### src/circular_queue_buffer_macros.svh
`ifndef CIRCULAR_QUEUE_BUFFER_MACROS_SVH
`define CIRCULAR_QUEUE_BUFFER_MACROS_SVH

// Check a condition at every clock edge outside reset.
`define CQB_ASSERT_ALWAYS(lbl, expr) \
	lbl: assert property (@(posedge clk) disable iff (!arst_n) (expr)) \
		else $error("circular_queue_buffer: invariant violated");

// Check that a condition holds in the cycle after a trigger.
`define CQB_ASSERT_NEXT(lbl, trig, expr) \
	lbl: assert property (@(posedge clk) disable iff (!arst_n) (trig) |=> (expr)) \
		else $error("circular_queue_buffer: sequence violated");

`endif

### src/cqb_pkg.sv
`default_nettype none

package cqb_pkg;

	localparam int WORD_W      = 32;
	localparam int LEN_W       = 5;
	localparam int MAX_RESULTS = 16;
	localparam int CNT_W       = $clog2(MAX_RESULTS + 1);
	localparam logic [LEN_W-1:0] LEN_RESET = LEN_W'(16);

	typedef enum logic [1:0] {
		ACT_PUSH = 2'd0,
		ACT_POP  = 2'd1,
		ACT_SHOW = 2'd2,
		ACT_NONE = 2'd3
	} action_t;

	typedef enum logic [1:0] {
		ST_PUSHED = 2'd0,
		ST_FULL   = 2'd1,
		ST_EMPTY  = 2'd2,
		ST_VALUE  = 2'd3
	} status_t;

endpackage

`default_nettype wire

### src/cqb_ram.sv
`default_nettype none

module cqb_ram #(
	parameter int WIDTH = 32,
	parameter int DEPTH = 16
) (
	input  wire logic                                     clk,
	input  wire logic                                     we,
	input  wire logic [((DEPTH > 1) ? $clog2(DEPTH) : 1)-1:0] waddr,
	input  wire logic [WIDTH-1:0]                         wdata,
	input  wire logic                                     re,
	input  wire logic [((DEPTH > 1) ? $clog2(DEPTH) : 1)-1:0] raddr,
	output logic      [WIDTH-1:0]                         rdata
);

	logic [WIDTH-1:0] mem_q [DEPTH];
	logic [WIDTH-1:0] rdata_q;

	always_ff @(posedge clk) begin
		if (we) begin
			mem_q[waddr] <= wdata;
		end
		if (re) begin
			rdata_q <= mem_q[raddr];
		end
	end

	assign rdata = rdata_q;

endmodule

`default_nettype wire

### src/circular_queue_buffer.sv
// Push and empty results are registered at the output from S_RES, popped words from S_DATA.
// Push and pop return to S_IDLE once their result is loaded; a show streams its words
// through the single read port of the slot memory, one word per cycle while the output is free.
// Output stalls hold the sequencer; a new request is taken once its result is registered.
// Reset (arst_n low): queue empty, head and tail at slot 0, length 16; slot memory not cleared.
`default_nettype none

`include "circular_queue_buffer_macros.svh"

module circular_queue_buffer import cqb_pkg::*; #(
	parameter int DEPTH = 16
) (
	input  wire logic                     clk,
	input  wire logic                     arst_n,
	input  wire logic                     in_valid,
	output logic                          in_ready,
	input  wire logic [1:0]               action,
	input  wire logic signed [WORD_W-1:0] push_value,
	output logic                          out_valid,
	input  wire logic                     out_ready,
	output logic [1:0]                    status,
	output logic signed [WORD_W-1:0]      value,
	output logic                          last,
	input  wire logic                     cfg_we,
	input  wire logic [LEN_W-1:0]         cfg_wdata
);

	localparam int IDX_W = (DEPTH > 1) ? $clog2(DEPTH) : 1;
	localparam int CAP   = (DEPTH < MAX_RESULTS) ? DEPTH : MAX_RESULTS;
	localparam int CW    = ((IDX_W > LEN_W) ? IDX_W : LEN_W) + 1;

	typedef enum logic [1:0] {
		S_IDLE,
		S_RES,
		S_DATA
	} state_t;

	state_t            state_q;
	logic [IDX_W-1:0]  head_q, tail_q, ptr_q;
	logic              empty_q;
	logic [LEN_W-1:0]  length_q;
	logic [CNT_W-1:0]  cnt_q;
	logic              last_pend_q;
	status_t           res_status_q;
	logic              out_valid_q;
	status_t           out_status_q;
	logic [WORD_W-1:0] out_value_q;
	logic              out_last_q;

	logic [LEN_W-1:0]  len_c;
	logic [IDX_W-1:0]  head_nx, tail_nx, ptr_nx;
	logic              accept, out_free, is_full;
	logic              out_load;
	logic              mem_we, mem_re;
	logic [IDX_W-1:0]  mem_waddr, mem_raddr;
	logic [WORD_W-1:0] mem_rdata;
	logic              show_stop;

	function automatic logic [IDX_W-1:0] next_idx(input logic [IDX_W-1:0] i,
			input logic [LEN_W-1:0] len);
		logic [CW-1:0] inc;
		inc = CW'(i) + CW'(1);
		if (inc >= CW'(len)) begin
			return '0;
		end
		return inc[IDX_W-1:0];
	endfunction

	// Clamp the length register to 1 .. CAP.
	always_comb begin
		if (length_q == '0) begin
			len_c = LEN_W'(1);
		end else if (length_q > LEN_W'(CAP)) begin
			len_c = LEN_W'(CAP);
		end else begin
			len_c = length_q;
		end
	end

	assign head_nx  = next_idx(head_q, len_c);
	assign tail_nx  = next_idx(tail_q, len_c);
	assign ptr_nx   = next_idx(ptr_q, len_c);
	assign is_full  = (tail_nx == head_q);
	assign in_ready = (state_q == S_IDLE);
	assign accept   = in_valid && in_ready;
	assign out_free = !out_valid_q || out_ready;
	assign out_load = ((state_q == S_RES) || (state_q == S_DATA)) && out_free;

	// Final word of a show: reached the tail or emitted a full queue's worth.
	assign show_stop = (ptr_q == tail_q) ||
		((CNT_W + 1)'(cnt_q) + (CNT_W + 1)'(1) >= (CNT_W + 1)'(len_c));

	assign mem_we    = accept && (action == ACT_PUSH) && (empty_q || !is_full);
	assign mem_waddr = empty_q ? '0 : tail_nx;

	always_comb begin
		mem_re    = 1'b0;
		mem_raddr = head_q;
		if (accept && !empty_q && (action == ACT_POP || action == ACT_SHOW)) begin
			mem_re    = 1'b1;
			mem_raddr = head_q;
		end else if (state_q == S_DATA && out_free && !last_pend_q) begin
			mem_re    = 1'b1;
			mem_raddr = ptr_q;
		end
	end

	cqb_ram #(
		.WIDTH(WORD_W),
		.DEPTH(DEPTH)
	) u_slots (
		.clk  (clk),
		.we   (mem_we),
		.waddr(mem_waddr),
		.wdata(push_value),
		.re   (mem_re),
		.raddr(mem_raddr),
		.rdata(mem_rdata)
	);

	always_ff @(posedge clk or negedge arst_n) begin
		if (!arst_n) begin
			state_q      <= S_IDLE;
			head_q       <= '0;
			tail_q       <= '0;
			ptr_q        <= '0;
			empty_q      <= 1'b1;
			length_q     <= LEN_RESET;
			cnt_q        <= '0;
			last_pend_q  <= 1'b0;
			res_status_q <= ST_EMPTY;
			out_valid_q  <= 1'b0;
			out_status_q <= ST_EMPTY;
			out_value_q  <= '0;
			out_last_q   <= 1'b0;
		end else begin
			// Load a new word or hold the current one until taken.
			out_valid_q <= out_load || (out_valid_q && !out_ready);

			// Length changes only on an empty queue.
			if (cfg_we && empty_q) begin
				length_q <= cfg_wdata;
				head_q   <= '0;
				tail_q   <= '0;
			end

			unique case (state_q)
				S_IDLE: begin
					if (accept) begin
						unique case (action)
							ACT_PUSH: begin
								state_q      <= S_RES;
								res_status_q <= ST_PUSHED;
								if (empty_q) begin
									head_q  <= '0;
									tail_q  <= '0;
									empty_q <= 1'b0;
								end else if (is_full) begin
									res_status_q <= ST_FULL;
								end else begin
									tail_q <= tail_nx;
								end
							end
							ACT_POP: begin
								if (empty_q) begin
									state_q      <= S_RES;
									res_status_q <= ST_EMPTY;
								end else begin
									state_q     <= S_DATA;
									last_pend_q <= 1'b1;
									if (head_q == tail_q) begin
										head_q  <= '0;
										tail_q  <= '0;
										empty_q <= 1'b1;
									end else begin
										head_q <= head_nx;
									end
								end
							end
							ACT_SHOW: begin
								if (empty_q) begin
									state_q      <= S_RES;
									res_status_q <= ST_EMPTY;
								end else begin
									state_q     <= S_DATA;
									last_pend_q <= (head_q == tail_q) || (len_c == LEN_W'(1));
									ptr_q       <= head_nx;
									cnt_q       <= CNT_W'(1);
								end
							end
							ACT_NONE: begin
								// Drop the request: no result.
							end
							default: begin
							end
						endcase
					end
				end
				S_RES: begin
					if (out_free) begin
						out_status_q <= res_status_q;
						out_value_q  <= '0;
						out_last_q   <= 1'b1;
						state_q      <= S_IDLE;
					end
				end
				S_DATA: begin
					if (out_free) begin
						out_status_q <= ST_VALUE;
						out_value_q  <= mem_rdata;
						out_last_q   <= last_pend_q;
						if (last_pend_q) begin
							state_q <= S_IDLE;
						end else begin
							// Next read was issued this cycle; advance the walk.
							last_pend_q <= show_stop;
							ptr_q       <= ptr_nx;
							cnt_q       <= cnt_q + CNT_W'(1);
						end
					end
				end
				default: begin
					state_q <= S_IDLE;
				end
			endcase
		end
	end

	assign out_valid = out_valid_q;
	assign status    = out_status_q;
	assign value     = out_value_q;
	assign last      = out_last_q;

	`CQB_ASSERT_ALWAYS(a_empty_ptrs_zero, !empty_q || (head_q == '0 && tail_q == '0))
	`CQB_ASSERT_ALWAYS(a_ptrs_in_range,
		(CW'(head_q) < CW'(len_c)) && (CW'(tail_q) < CW'(len_c)))
	`CQB_ASSERT_NEXT(a_last_word_ends,
		state_q == S_DATA && out_free && last_pend_q,
		state_q == S_IDLE && out_valid_q && out_last_q)

endmodule

`default_nettype wire

### config.mk
export PLATFORM = sky130hd
export DESIGN_NAME = circular_queue_buffer
export DESIGN_NICKNAME = d
export VERILOG_FILES = /design/src/cqb_pkg.sv /design/src/cqb_ram.sv /design/src/circular_queue_buffer.sv
export VERILOG_INCLUDE_DIRS = /design/src /design/src/src
export SDC_FILE = /design/constraint.sdc
export NUM_CORES = 1
export LEC_CHECK = 0
export BUFFER_PORTS_ARGS = -buffer_cell sky130_fd_sc_hd__buf_2
export CAP_MARGIN = 10
export CORE_MARGIN = 4
export CORE_UTILIZATION = 56
export DETAILED_ROUTE_END_ITERATION = 8
export PLACE_DENSITY = 0.76
export SYNTH_ARGS = -nofsm -noshare
export SYNTH_HDL_FRONTEND = slang
export SYNTH_SLANG_ARGS = --single-unit
### constraint.sdc
create_clock -name clk -period 5.05 [get_ports clk]
set_clock_uncertainty 0.05 [all_clocks]
set_input_delay 0.505 -clock clk [delete_from_list [all_inputs] [get_ports clk]]
set_output_delay 0.505 -clock clk [all_outputs]
set_load 0.05 [all_outputs]
# Yosys cells after proc, flatten, opt, wreduce, memory -nomap -nowiden
# Memory sizes are Yosys's and may differ from the RTL's. A register that Yosys moved wholly into a read port is not among the register bits.
# Cells that the tools add are included.
op_classes:
  addsub: 5
  magnitude_cmp: 5
  eq_ne: 20
  n_mux: 75
  reduce_logical: 36
op_table:
  columns: ["op", "n"]
  rows:
  - ["4-bit 2-to-1 mux", 27]
  - ["32-bit 2-to-1 mux", 2]
  - ["32-bit case mux with 2 select lines", 1]
  - ["5-bit 2-to-1 mux", 7]
  - ["4-bit case mux with 2 select lines", 3]
  - ["1-bit 2-to-1 mux", 18]
  - ["2-bit 2-to-1 mux", 8]
  - ["4-bit by 1-bit adder with 5-bit output, second input constant", 3]
  - ["5-bit greater-or-equal comparator", 3]
  - ["4-bit equality test", 3]
  - ["2-bit case mux with 2 select lines", 3]
  - ["6-bit AND reduction", 2]
  - ["1-bit logical AND", 10]
  - ["2-bit != test, second input constant", 5]
  - ["5-bit case mux with 2 select lines", 1]
  - ["1-bit case mux with 2 select lines", 4]
  - ["2-bit nonzero test", 4]
  - ["1-bit logical OR", 7]
  - ["5-bit by 1-bit adder with 6-bit output, second input constant", 1]
  - ["6-bit by 5-bit greater-or-equal comparator with 1-bit output", 1]
  - ["2-bit by 1-bit != test with 1-bit output, second input constant", 3]
  - ["3-bit != test, second input constant", 2]
  - ["2-bit case mux with 3 select lines", 1]
  - ["3-bit AND reduction", 2]
  - ["other kinds (13)", 20]
word_totals:
  regBits: 64
  ram_bits: 512
  input_bits: 44
  output_inout_bits: 37
  word_cells: 155
  mem_count: 1
mem_list:
  columns: ["memory", "depth", "width", "read_ports", "rd_clocked_by_memory_dff", "wr", "line", "rtl"]
  rows:
  - ["u_slots.mem_q", 16, 32, 1, 1, 1, "cqb_ram.sv:16", "logic [WIDTH-1:0] mem_q [DEPTH];"]

# Longest topological paths before layout
# Gate-level depths: netlist of the first run.
logic_depth:
  depth_word: 12
  depth_mapped: 12
  mapped_depth_nobuf: 11

# Cells and area by module
# From an unflattened synthesis of the first run, not the netlist that was laid out.
hier_totals:
  hier_cells: 1206
  area_unflattened_um2: 23887.9
modules_own_cells:
  columns: ["mod", "n_inst", "cells_per_inst", "area_per_inst_um2"]
  rows:
  - ["cqb_ram", 1, 838, 20155.6]
  - ["circular_queue_buffer", 1, 368, 3732.3]

# Worst setup path before layout of the first run
# No wires, ideal clock.
synth_timing:
  path_kind: "register -> register"
  start: "reg tail_q[1]"
  end: "mem u_slots.mem_q[10][0], enable pin"
  setup_time_ns: 0.468
  arrival_ns: 4.821
  path_slack_ns: -0.289
  path_stages_with_launch: 13
  synth_period_minus_slack_ns: 5.339
  cell_sequence: "dfrtp_1 > ha_1 > xnor2_1 > inv_2 > ha_1 > a21oi_1 > o21a_1 > o32ai_2 > or2_1 > clkbuf_1 > nor2_1 > nand3_1 > nor3b_1"
synth_between:
  elab_chain_len: 10
synth_lines:
  columns: ["element", "line", "rtl"]
  rows:
  - ["from (decl)", "circular_queue_buffer.sv:39", "logic [IDX_W-1:0] head_q, tail_q, ptr_q;"]
  - ["from (signal assigned)", "circular_queue_buffer.sv:161", "tail_q <= tail_nx;"]
  - ["4-bit by 1-bit adder with 5-bit output (*)", "circular_queue_buffer.sv:62", "inc = CW'(i) + CW'(1);"]
  - ["5-bit greater-or-equal comparator", "circular_queue_buffer.sv:63", "if (inc >= CW'(len)) begin"]
  - ["1-bit 2-to-1 mux", "circular_queue_buffer.sv:63", null]
  - ["4-bit 2-to-1 mux (*)", "circular_queue_buffer.sv:66", "return inc[IDX_W-1:0];"]
  - ["4-bit equality test", "circular_queue_buffer.sv:83", "assign is_full = (tail_nx == head_q);"]
  - ["1-bit zero test", "circular_queue_buffer.sv:93", "assign mem_we = accept && (action == ACT_PUSH) && (empty_q || !is_full);"]
  - ["1-bit logical OR", "circular_queue_buffer.sv:93", null]
  - ["1-bit logical AND", "circular_queue_buffer.sv:93", null]
  - ["1-bit 2-to-1 mux", "cqb_ram.sv:20", "if (we) begin"]
  - ["1-bit 2-to-1 mux (implied by the code)", "cqb_ram.sv:21", "mem_q[waddr] <= wdata;"]
  - ["to (decl)", "cqb_ram.sv:16", null]
# Mark *: on every way between the ends. The rest lies on a longest branch, timed or not.

# Worst setup path after layout of the first run
layout_timing:
  start: "reg tail_q[0]"
  end: "mem u_slots.mem_q[6][28], enable pin"
# Same word-level chain as after synthesis.

==> results_dict.tcl, run 1 <==
set metrics [dict create \
    rows 76 \
    grt_max_degree 65 \
    fin_cells 1955 \
    p_sw_share_pct 25.9 \
    combPwrFrac_pct 13.0 \
    cts_buffer_depth 3 \
    timing.hold.ws_ns 0.0980 \
    setup_viol 0 \
    portBuffers 80 \
    nets 1390 \
    clkTransAtPathRegs_ns 0.06 \
    cts_max_level 2 \
    yosys-top-cells-count "edfxtp_1, mux4_2, mux2i_1" \
    netlist-cell-type-count 68 \
    pwr-share-seq_pct 49.5 \
    hold_class "input port to flop" \
    synth_area_um2 24400 \
    grt_antenna_before_repair 0 \
    p_per_area_nw_per_um2 425 \
    worstSkewPairLatency_ns 0.63 \
    gr-usage-all-layers_pct 21.1 \
    drive_gt1_share_pct 27.1 \
    fp.dieH_um 217 \
    final.fill_count 2785 \
    diodes 0 \
    cp.arrival_ns 4.77 \
    fin_crit_sh_pct 89.1 \
    tightest_slew_ns 1.19 \
    cts_buffers 58 \
    seq_area_frac_synth_pct 73.5 \
    areaGrowthSynthToFinish_pct 13.5 \
    setup.worst_path.end_class "flop" \
    place_ws_ns 0.583 \
    dieWidth_um 217 \
    synth.most_common_cell "edfxtp_1" \
    drt_iter0_drc 1036 \
    grt_overflow_total 0 \
    remaining_drc_errors 0 \
    synth_cells 1194 \
    antenna_left 0 \
    dp.cells 1844 \
    synth-edff-count 544 \
    ios 81 \
    synth_nets 1264 \
    yosys.area.top_type "edfxtp_1" \
    max_freq_mhz 222 \
    first_pass_iters 5 \
    finish.utilization_pct 64.3 \
    netlist.area_leader.share_pct 66.9 \
    synth_area_per_cell_um2 20.4 \
    power.total_mw 11.8 \
    layout_min_cycle_time_ns 4.50 \
    cts_root_buffer "clkbuf_16" \
    internal-power_mw 8.73 \
    rsz0062_at_grt "no" \
    path_max_fanout 17 \
    vias 11700 \
    synthArstFlopShare_pct 10.5 \
    dieArea_um2 47000 \
    worstSetupPathType "flop to flop" \
    cts_num_sinks 608 \
    via_per_inst 6.00 \
    final_area_um2 27700 \
    first_global_vias 12300 \
    gp_congestion 0.825 \
    postCtsSetupRepairBufs 0 \
    post_cts_resized 0 \
    wl_mm 48.7 \
    synth_seq_cells 608 \
    post_drt_wl_per_cell_um 24.9 \
    maxSlewViolCount 0 \
    fin_ws_ns 0.551 \
    synth.area.top_cells "edfxtp_1, mux4_2, dfrtp_1" \
    required_ns 5.32 \
    place_area_um2 25700 \
    finalHoldViolCount 0 \
    ctsHoldBuffers 1 \
    ys.flop_type "edfxtp_1" \
    status "complete, no violations" \
    leakage_nw 10.3 \
    start_kind "flop" \
    power.share.clock_pct 37.4 \
    grt_pass1_wl_mm 75.5 \
    dp_hpwl_mm 29.2 \
    yosysWarningCount 0 \
    drv_cap 0 \
    start_util_pct 56.7 \
    power_switching_mw 3.05 \
    relSlewSlack_pct 19.2 \
    ir_worst_vdd_mv 0.308 \
    cts_tree "built" \
    fp.coreArea_um2 43100 \
    fin_setup_tns_ns 0 \
]
-- state kept, by name (all words and copies together) (netlist names), 2 cells and up --
signal and count:
cnt_q 5, head_q 4, length_q 5, ptr_q 4, res_status_q 2, state_q 2, status 2, tail_q 4
u_slots.mem_q 512, u_slots.rdata 32, value 32
-- critical path, cell delays in order (launching register included) --
cell       delay, ns
dfrtp_1         0.53
ha_1            0.33
xnor2_1         0.37
inv_2           0.12
ha_1            0.33
a21oi_1         0.17
o211ai_1        0.13
a211oi_2        0.41
xnor2_1         0.20
o2111ai_1       0.20
nand4_1         0.43
nor2_4          0.64
buf_4           0.31
-- per-layer routing --
| layer | wire (µm) | share of wire (%) | global-route usage [%] | up-vias |
|---|---|---|---|---|
| li1 | - | - | - | 5155 |
| met1 | 20500 | 42 | 30.2 | 6146 |
| met2 | 24500 | 50 | 34.9 | 350 |
| met3 | 2580 | 5.3 | 2.90 | 72 |
| met4 | 1110 | 2.3 | 6.15 | 0 |
| met5 | 0 | 0 | 0 | - |
-- power groups by stage --
stage / clock (mW) / combinational, mW / sequential (mW)
6_report: 4.41 / 1.54 / 5.84
5_1_grt: 4.72 / 1.67 / 5.87
4_1_cts: 4.50 / 1.56 / 5.84
3_5_place_dp: 0 / 1.55 / 5.94
3_3_place_gp: 0 / 1.52 / 5.93
2_1_floorplan: 0 / 0.696 / 6.32
-- path summary, 6_finish.rpt --
kind,start,to,slack [ns],depth (start not counted)
worst max-delay path,tail_q[0],u_slots.mem_q[6][28],0.55,12
worst min-delay path,cfg_wdata[1],length_q[1],0.1,2
worst max register to register,tail_q[0],u_slots.mem_q[6][28],0.55,12
worst min register to register,u_slots.rdata[15],value[15],0.41,1
max in group asynchronous,arst_n,value[29],3.80,2
min in group asynchronous,arst_n,cnt_q[3],0.55,2
-- kinds of logic after synthesis --
logic type,Yosys count,share of synthesized area [%]
buffers and inverters,70,1.87
AND/OR/NAND/NOR,128,2.67
flip-flops,608,73.5
multiplexers,236,16.5
adder cells (fa/ha/maj),28,1.41
AO/OA/AOI/OAI,108,3.47
XOR/XNOR,16,0.574
-- area by class of cell --
class	instances	area, µm²	area share, %
Clock buffer	74	1570	5.67
Clock inverter	36	389	1.40
Inverter	13	48.8	0.176
Multi-Input combinational cell	516	6210	22.4
Sequential cell	608	17900	64.7
Tap cell	585	732	2.64
Timing Repair Buffer	123	816	2.94
-- layout by cell type (no fill, tap or decap), types with 12 or more instances in the layout --
cell type  instances
o21ai_0           14
ha_1              26
dfrtp_1           60
buf_2             79
clkinv_2          13
mux2i_1           97
nand2_1           38
mux4_1            15
mux4_2           113
xnor2_1           14
buf_4             36
a22o_1            37
nand2b_1          12
clkbuf_16         59
edfxtp_1         544
nand3_1           12
nor2_1            17
(Power assumes the default switching activity.)
==> inputs of run 2 (changes only) <==
--- a/config.mk
+++ b/config.mk
@@ -9,9 +9,9 @@
 export BUFFER_PORTS_ARGS = -buffer_cell sky130_fd_sc_hd__buf_2
 export CAP_MARGIN = 10
 export CORE_MARGIN = 4
-export CORE_UTILIZATION = 56
+export CORE_UTILIZATION = 54
 export DETAILED_ROUTE_END_ITERATION = 8
-export PLACE_DENSITY = 0.76
+export PLACE_DENSITY = 0.74
 export SYNTH_ARGS = -nofsm -noshare
 export SYNTH_HDL_FRONTEND = slang
 export SYNTH_SLANG_ARGS = --single-unit
==> run 2 against run 1 <==
The run now ends with hold timing left. Flip-flop and latch count unchanged. Combinational power barely moved. First-iteration DRC count down 4.0%. Sequential power about the same. Die area increased by 3.6%. Non-clock buffer count fell by 9. Count of clock-buffer cells in the layout increased by 5. Via count grew 0.31%. Critical path type unchanged. Largest power group unchanged.
==> results_dict.tcl, run 2 (same netlist as run 1, synthesis figures left out) <==
set metrics [dict create \
    status "finished, violations left" \
    violations "hold timing" \
    drive_gt1_share_pct 26.5 \
    areaGrowthSynthToFinish_pct 13.3 \
    ctsHoldBuffers 0 \
    gr-usage-all-layers_pct 21.1 \
    worstSkewPairLatency_ns 0.61 \
    required_ns 5.26 \
    finalHoldViolCount 6 \
    grt_antenna_before_repair 0 \
    ios 81 \
    start_util_pct 55.0 \
    ir_worst_vdd_mv 0.299 \
    fp.dieH_um 221 \
    final_cell_mix "edfxtp_1, mux4_2, mux2i_1" \
    rows 77 \
    grt_max_degree 66 \
    largest_register_ffs 512 \
    antenna_left 0 \
    nets 1381 \
    start_kind "flop" \
    power.share.clock_pct 37.5 \
    power_switching_mw 3.04 \
    regMostFlops "u_slots.mem_q" \
    via_per_inst 6.03 \
    hold_class "input port to async pin" \
    place_area_um2 25700 \
    cts_max_level 2 \
    relSlewSlack_pct 21.9 \
    finish.utilization_pct 62.3 \
    pwr-share-seq_pct 49.3 \
    final_common_cell "edfxtp_1" \
    clkTransAtPathRegs_ns 0.06 \
    cts_tree "built" \
    post_drt_wl_per_cell_um 25.5 \
    rsz0062_at_grt "no" \
    layout_min_cycle_time_ns 4.49 \
    portBuffers 80 \
    cts_buffer_depth 3 \
    worstSetupPathType "flop to flop" \
    timing.hold.ws_ns -0.00582 \
    cts_num_sinks 608 \
    first_pass_iters 5 \
    drv_cap 0 \
    cts_root_buffer "clkbuf_16" \
    combPwrFrac_pct 13.2 \
    drt_iter0_drc 995 \
    grt_overflow_total 0 \
    fp.coreArea_um2 44400 \
    wl_mm 49.6 \
    dieArea_um2 48700 \
    final_area_um2 27700 \
    tightest_slew_ns 1.16 \
    dieWidth_um 221 \
    setup.worst_path.end_class "flop" \
    first_global_vias 12300 \
    path_max_fanout 25 \
    postCtsSetupRepairBufs 0 \
    internal-power_mw 8.79 \
    cp.arrival_ns 4.70 \
    leakage_nw 10.3 \
    maxSlewViolCount 0 \
    cts_buffers 58 \
    p_per_area_nw_per_um2 428 \
    remaining_drc_errors 0 \
    post_cts_resized 0 \
    max_freq_mhz 223 \
    diodes 0 \
    setup_viol 0 \
    gp_congestion 0.844 \
    dp_hpwl_mm 29.1 \
    final.fill_count 3023 \
    fin_crit_sh_pct 88.9 \
    grt_pass1_wl_mm 76.7 \
    vias 11800 \
    p_sw_share_pct 25.7 \
]
==> run 2: cell count changes in the layout (fill, tap and decap cells not counted), moves of 2 or more <==
cell      before  now
clkinv_2      13    8
clkbuf_1      11   13
buf_4         36   27
clkinv_1      11    8
clkbuf_8       4    6
==> run 2: final cells by class <==
| cell class | instances | area (µm²) | share of cell area, % |
|---|---|---|---|
| inverter | 13 | 48.8 | 0.176 |
| sequential | 608 | 17900 | 64.8 |
| clock inverter | 27 | 335 | 1.21 |
| timing repair buffer | 114 | 758 | 2.74 |
| tap | 592 | 741 | 2.68 |
| clock buffer | 79 | 1630 | 5.90 |
| multi-input combinational | 516 | 6210 | 22.5 |
==> run 2: stage by stage <==
step / total power [mW] / setup TNS [ns] / instances / hold WS (ns) / setup slack [ns]
global placement: 7.47 / 0 / 1843 / 0.397 / 0.677
floorplan: 7.02 / -32.31 / 1194 / 0.159 / -0.287
finish: 11.8 / 0 / 1949 / -0.00582 / 0.562
detailed placement: 7.51 / 0 / 1843 / 0.400 / 0.535
global route: 12.3 / 0 / 1949 / 0.0644 / 0.272
CTS: 11.9 / 0 / 1949 / 0.0207 / 0.515
==> run 2: worst max-delay path: stages (launching register included) <==
cell and delay (ns):
dfrtp_1 0.45, ha_1 0.26, xnor2_1 0.36, inv_2 0.12, ha_1 0.32, nand2_1 0.07
o21a_1 0.18, o32ai_2 0.42, nor3b_2 0.11, o2111ai_4 0.37, a21oi_1 0.27, nor3_2 0.64
buf_4 0.51
==> run 2: metal layers <==
layer | global-route usage (%) | up-vias | part of all wire (%)
met1 | 30.6 | 6149 | 43
li1 | - | 5134 | -
met5 | 0 | - | 0
met3 | 2.68 | 75 | 5.4
met4 | 5.43 | 0 | 2.1
met2 | 34.7 | 401 | 50
==> run 2: power groups by stage <==
stage	registers, mW	logic, mW	clock network (mW)
after CTS	5.83	1.58	4.52
after detailed placement	5.94	1.57	0
final	5.83	1.56	4.44
after global routing	5.86	1.68	4.75
after floorplan	6.32	0.696	0
after global placement	5.93	1.54	0
==> run 2: worst paths after layout <==
kind | slack [ns] | to | cells after the start | from
max in group asynchronous | 4.34 | value[8] | 1 | arst_n
min in group clk | 0.08 | length_q[0] | 2 | cfg_wdata[0]
setup reg to reg | 0.56 | u_slots.mem_q[3][10] | 12 | tail_q[1]
hold reg to reg | 0.41 | value[10] | 1 | u_slots.rdata[10]
hold / removal | -0.006 | last | 1 | arst_n
setup / recovery | 0.56 | u_slots.mem_q[3][10] | 12 | tail_q[1]
==> inputs of run 3 (changes only) <==
--- a/config.mk
+++ b/config.mk
@@ -8,7 +8,7 @@
 export LEC_CHECK = 0
 export BUFFER_PORTS_ARGS = -buffer_cell sky130_fd_sc_hd__buf_2
 export CAP_MARGIN = 10
-export CORE_MARGIN = 4
+export CORE_MARGIN = 1.5
 export CORE_UTILIZATION = 54
 export DETAILED_ROUTE_END_ITERATION = 8
 export PLACE_DENSITY = 0.74
==> run 3 against run 2 <==
The run now ends clean. Total power rose by 0.80%. Worst hold slack improved by 0.019 ns. Register-to-register slack improved by 0.09 ns. Cell count rose by 0.51%. Sequential share of layout area fell by 0.20 points. Core utilization rose by 0.20 points. Sequential power barely moved.
==> results_dict.tcl, run 3 (same netlist as run 1, synthesis figures left out) <==
set metrics [dict create \
    ctsHoldBuffers 0 \
    setup.worst_path.end_class "flop" \
    timing.hold.ws_ns 0.0129 \
    relSlewSlack_pct 22.8 \
    drive_gt1_share_pct 27.7 \
    final.fill_count 3013 \
    status "complete, no violations" \
    multi_input_area_um2 6210 \
    cp_cell_sequence "ha_1 -> xnor2_1 -> inv_2 -> ha_1 -> a21oi_1 -> o21a_1 -> o32ai_2 -> or2_1 -> nor2_1 -> nand4_1 -> nor2_4 -> buf_4" \
    clkTransAtPathRegs_ns 0.06 \
    path_max_fanout 32 \
    grt_pass1_wl_mm 73.9 \
    cpPeakStageDelay_ns 0.52 \
    start_util_pct 55.0 \
    post_cts_resized 0 \
    max_freq_mhz 227 \
    cts_num_sinks 608 \
    gp_congestion 0.793 \
    p_per_area_nw_per_um2 430 \
    postCtsSetupRepairBufs 0 \
    dp_hpwl_mm 27.9 \
    crit_top_cell "ha_1" \
    cts_max_level 2 \
    critPathTopFamily "simple AND/OR/NAND/NOR gates" \
    layout_min_cycle_time_ns 4.40 \
    use_met2_pct 34.5 \
    start_kind "flop" \
    largest_register_ffs 512 \
    areaGrowthSynthToFinish_pct 13.7 \
    drv_cap 0 \
    wl_mm 47.9 \
    cp.depth 12 \
    final_cell_mix "edfxtp_1, mux4_2, mux2i_1" \
    final_common_cell "edfxtp_1" \
    cts_root_buffer "clkbuf_16" \
    setup_viol 0 \
    dieArea_um2 46500 \
    r2r_slack_ns 0.65 \
    rr_startpoint "tail_q[0]" \
    diodes 0 \
    seq_area_um2 17900 \
    ir_worst_vdd_mv 0.400 \
    gr-usage-all-layers_pct 21.2 \
    antenna_left 0 \
    internal-power_mw 8.84 \
    post_drt_wl_per_cell_um 24.5 \
    cp-endpoint "u_slots.mem_q[4][16]" \
    power.share.clock_pct 38.0 \
    ios 81 \
    drt_iter0_drc 978 \
    cts_tree "built" \
    pwr-share-seq_pct 49.0 \
    remaining_drc_errors 0 \
    cts_buffer_depth 3 \
    worstSetupPathType "flop to flop" \
    fp.dieH_um 216 \
    final_area_um2 27800 \
    rsz0062_at_grt "no" \
    grt_max_degree 65 \
    power_switching_mw 3.09 \
    path_buf_inv 2 \
    slowest_stage "dfrtp_1" \
    tightest_slew_ns 1.15 \
    required_ns 5.24 \
    rows 77 \
    grt_antenna_before_repair 0 \
    hold_class "input port to async pin" \
    p_sw_share_pct 25.9 \
    first_global_vias 12300 \
    worstSkewPairLatency_ns 0.61 \
    busiest_layer "met2" \
    dieWidth_um 216 \
    vias 11700 \
    reg2regPathDepth 12 \
    fin_crit_sh_pct 87.1 \
    crit_start "tail_q[0]" \
    use_met3_pct 3.62 \
    first_pass_iters 5 \
    dp.cells 1847 \
    r2r-end "u_slots.mem_q[4][16]" \
    nets 1387 \
    cp.arrival_ns 4.59 \
    grt_overflow_total 0 \
    fin_setup_tns_ns 0 \
    finalHoldViolCount 0 \
    via_per_inst 5.98 \
    maxSlewViolCount 0 \
    regMostFlops "u_slots.mem_q" \
    fin_cells 1959 \
    leakage_nw 10.3 \
    combPwrFrac_pct 12.9 \
    cts_buffers 60 \
    use_met1_pct 29.8 \
    portBuffers 80 \
    fp.coreArea_um2 44400 \
    power.total_mw 11.9 \
    place_area_um2 25700 \
]
## run 3: cell types whose count changed in the layout (fill, tap and decap cells not counted)
cell / previous run / this run
inv_6: 1 / 2
clkinv_4: 1 / 0
clkinvlp_4: 1 / 9
clkinv_16: 1 / 0
inv_16: 0 / 1
clkinv_1: 8 / 3
clkinv_2: 8 / 13
clkbuf_16: 60 / 61
buf_12: 8 / 7
buf_4: 27 / 32
clkbuf_1: 13 / 10
## run 3: stage by stage
stage | util, % | worst slack (ns)
6_report | 62.5 | 0.650
3_5_place_dp | 57.9 | 0.725
5_1_grt | 62.5 | 0.396
4_1_cts | 62.5 | 0.682
3_3_place_gp | 57.9 | 0.888
2_1_floorplan | - | -0.287
## run 3: worst min path at each step
stage / start / end / slack, ns / cells past startpoint
floorplan: arst_n / cnt_q[0] / 0.16 / 0
global placement: u_slots.rdata[17] / value[17] / 0.40 / 1
detailed placement: u_slots.rdata[10] / value[10] / 0.40 / 1
CTS: arst_n / value[27] / 0.03 / 1
global route: arst_n / last_pend_q / 0.06 / 1
finish: arst_n / cnt_q[4] / 0.01 / 1
## run 3: routing by layer
metal	share of wire, %	wire [µm]	up-vias
li1	-	-	5158
met4	2.7	1300	0
met2	49	23500	311
met3	4.6	2180	72
met5	0	0	-
met1	44	20900	6183
## run 3: worst reg2reg max path, stage by stage, from the launching register on
cell	delay, ns
dfrtp_1	0.52
ha_1	0.33
xnor2_1	0.38
inv_2	0.11
ha_1	0.33
a21oi_1	0.18
o21a_1	0.17
o32ai_2	0.13
or2_1	0.34
nor2_1	0.30
nand4_1	0.45
nor2_4	0.23
buf_4	0.49
## run 3: area by class of cell
type,count,area share [%]
clock buffers,77,5.93
clock inverters,35,1.41
inverters,13,0.176
multi-input cells,516,22.4
flip-flops and latches,608,64.6
well taps,592,2.67
repair buffers,118,2.79
## run 3: power by group through the flow
stage | Sequential [mW] | Combinational (mW) | Clock [mW]
floorplan | 6.32 | 0.696 | 0
global placement | 5.94 | 1.52 | 0
detailed placement | 5.95 | 1.54 | 0
CTS | 5.85 | 1.55 | 4.62
global route | 5.87 | 1.68 | 4.81
finish | 5.85 | 1.54 | 4.53
